--- config.mk ---
export PLATFORM = sky130hd
export DESIGN_NAME = ptr_ram
export DESIGN_NICKNAME = d
export VERILOG_FILES = /design/src/rtl/ptr_ram.sv
export SDC_FILE = /design/constraint.sdc
export NUM_CORES = 1
export LEC_CHECK = 0
export ABC_AREA = 1
export BUFFER_PORTS_ARGS = -buffer_cell sky130_fd_sc_hd__clkbuf_2
export CAP_MARGIN = 20
export CORE_UTILIZATION = 54
export DETAILED_ROUTE_END_ITERATION = 16
export PLACE_DENSITY = 0.75
export RECOVER_POWER = 50
export SYNTH_ARGS = -nofsm -noshare
export SYNTH_HDL_FRONTEND = slang
export SYNTH_SLANG_ARGS = --single-unit
--- constraint.sdc ---
create_clock -name clk -period 2.2 [get_ports clk]
set_clock_uncertainty 0.15 [all_clocks]
set_input_delay 0.33 -clock clk [delete_from_list [all_inputs] [get_ports clk]]
set_output_delay 0.33 -clock clk [all_outputs]
set_load 0.01 [all_outputs]
--- src/rtl/ptr_ram.sv ---
module ptr_ram #(
    parameter int WIDTH = 8,
    parameter int DEPTH = 16
) (
    input  logic                     clk,
    input  logic                     wr_en,
    input  logic [$clog2(DEPTH)-1:0] wr_addr,
    input  logic [WIDTH-1:0]         wr_data,
    input  logic [$clog2(DEPTH)-1:0] rd_addr,
    output logic [WIDTH-1:0]         rd_data
);

    logic [WIDTH-1:0] mem [DEPTH];

    always_ff @(posedge clk)
    begin
        if (wr_en)
        begin
            mem[wr_addr] <= wr_data;
        end
        rd_data <= mem[rd_addr];
    end

endmodule

==> impl_metrics.toml <==
[worst_setup_path]
max_stage_delay_ps = 380
end_kind = "output port"
arrival_ps = 1050
path_class = "register to output port"
crit_slowest_cell = "dfxtp_1"
crit_chain = "clkbuf_2"
critPathMaxFanout = 1
crit_path_start_kind = "register"
critPathBufInv = 1
cpLargestDelayFamily = "flip-flops"
required_ps = 1720

[yosys]
avgSynthCellArea_um2 = 10.5
netlist_area_um2 = 5770
syn-num-nets = 569
synthCells = 551
synth_cell_types = 12
yosys_warnings = 0
synth_seq_area_share = 0.694
ys_seq_elements = 136

[pwr]
switching_share = 0.221
internal_power_mw = 4.45
p_switching_mw = 1.26
p_per_area_nw_per_um2 = 873
pwr-share-seq = 0.511
p_leak_nw = 2.85
power_mw = 5.71
p_comb_frac = 0.061
p_clk_frac = 0.428
ir_drop_mv = 0.583

[timing]
finalMaxSlewViolations = 0
worstMarginPinSlew_ps = 882
rsz0062_at_grt = "false"
period_needed_ps = 1530
holdWs_ps = 27.4
hold_viol = 0
worst_slack_ps = 670
fin_crit_sh = 0.695
relSlewSlack = 0.412
max_freq_mhz = 654
setup_viol = 0
tns_ps = 0

[placement]
io_buffers = 25
dpl.cell_count = 707
dp_hpwl_um = 8280
gp_congestion = 0.874
preCtsSetupSlack_ps = 395

[cts]
clk_pin_slew_worst_paths_ps = 60
cts.sinks = 136
post_cts_buffers = 0
cts_tree = "built"
h-tree-depth = 4
cts_buffers = 17
cts_root_buf = "clkbuf_8"
clockBufferDepth = 2
cts_resized = 0
holdBufCountCts = 0
clkLatencyLatePin_ps = 530

[cells_and_area]
n_antenna_cell = 0
fill_cells = 754
nets = 608
most-common-layout-cells = "nand2_1 (173), edfxtp_1 (128), inv_1 (100)"
synthToLayoutAreaGrowth_pct = 13.5
final_cells = 739
drive_gt1_frac = 0.103
final_common_cell = "nand2_1"

[global_routing]
antenna_found_initial = 0
grt_pass1_vias = 3808
grt_start_max_net_pins = 41
grtUsageTotal = 0.254
grt-ovfl-total = 0
grt_first_pass_wirelength_um = 20600

[drt]
drt_iter0_markers = 396
drt-vias-per-instance = 5.26
wirelength_um = 12800
vias = 3887
wl_per_cell_um = 17.4
drc = 0
dr.pass1.iters = 8
postRouteAntennaNets = 0

[run]
drv_cap = 0

[floorplan]
initial_core_util = 0.559
die_h_um = 105
dieArea_um2 = 11100
std_cell_rows = 37
io_pins = 26
core_um2 = 10300
dieWidth_um = 105

[worst_hold_path]
hp-class = "input port to register"

[outcome]
run_status = "complete, no violations"
cell usage after synthesis:
cell      count  area [um2]
edfxtp_1    128        3840
buf_2        13        65.1
nand3_1      97         485
inv_1       100         375
nor2_1       17        63.8
buf_4         4        30.0
buf_6         6        67.6
nand2_1     173         649
inv_2         2        7.51
buf_1         1        3.75
nand3b_1      2        15.0
dfxtp_1       8         160
path summary, 6_finish.rpt:
check	start	end	slack [ps]	cells past startpoint
worst max register to register	mem[9][5]	rd_data[5]	1010	6
worst min-delay path	rd_addr[3]	rd_data[6]	30	3
worst max-delay path	rd_data[7]	rd_data[7]	670	1
worst min register to register	mem[3][0]	rd_data[0]	540	6
through the flow:
step	area, um2	util
global route	6540	0.634
global placement	6050	0.586
detailed placement	6050	0.586
floorplan	5770	-
finish	6540	0.634
CTS	6560	0.635
layer usage:
| metal | vias up | part of all wire | GRT usage |
|---|---|---|---|
| met2 | 168 | 0.48 | 0.404 |
| met5 | - | 0 | 0 |
| met3 | 26 | 0.067 | 0.0538 |
| met4 | 0 | 0.030 | 0.108 |
| met1 | 1840 | 0.42 | 0.340 |
| li1 | 1853 | - | - |
power by group through the flow:
stage / registers (mW) / logic, mW / clock network (mW)
floorplan: 2.97 / 0.204 / 0
global placement: 2.97 / 0.342 / 0
detailed placement: 2.97 / 0.348 / 0
CTS: 2.92 / 0.352 / 2.45
global route: 2.93 / 0.386 / 2.55
finish: 2.92 / 0.348 / 2.44
sequential cells by signal (all words and copies together) (netlist names):
signal   flops
mem        128
rd_data      8
final cells by class:
type / count / area (um2) / area share
tap: 136 / 170 / 0.0260
timing repair buffer: 44 / 265 / 0.0405
multi-input combinational: 289 / 1210 / 0.186
clock inverter: 15 / 92.6 / 0.0142
sequential: 136 / 4000 / 0.612
inverter: 102 / 383 / 0.0585
clock buffer: 17 / 414 / 0.0633
cells by family after synthesis:
group | count (synthesis) | synth area share
AND/OR/NAND/NOR | 289 | 0.210
flip-flops | 136 | 0.694
buffers and inverters | 126 | 0.0952
Power figures use the tool's default switching activity.
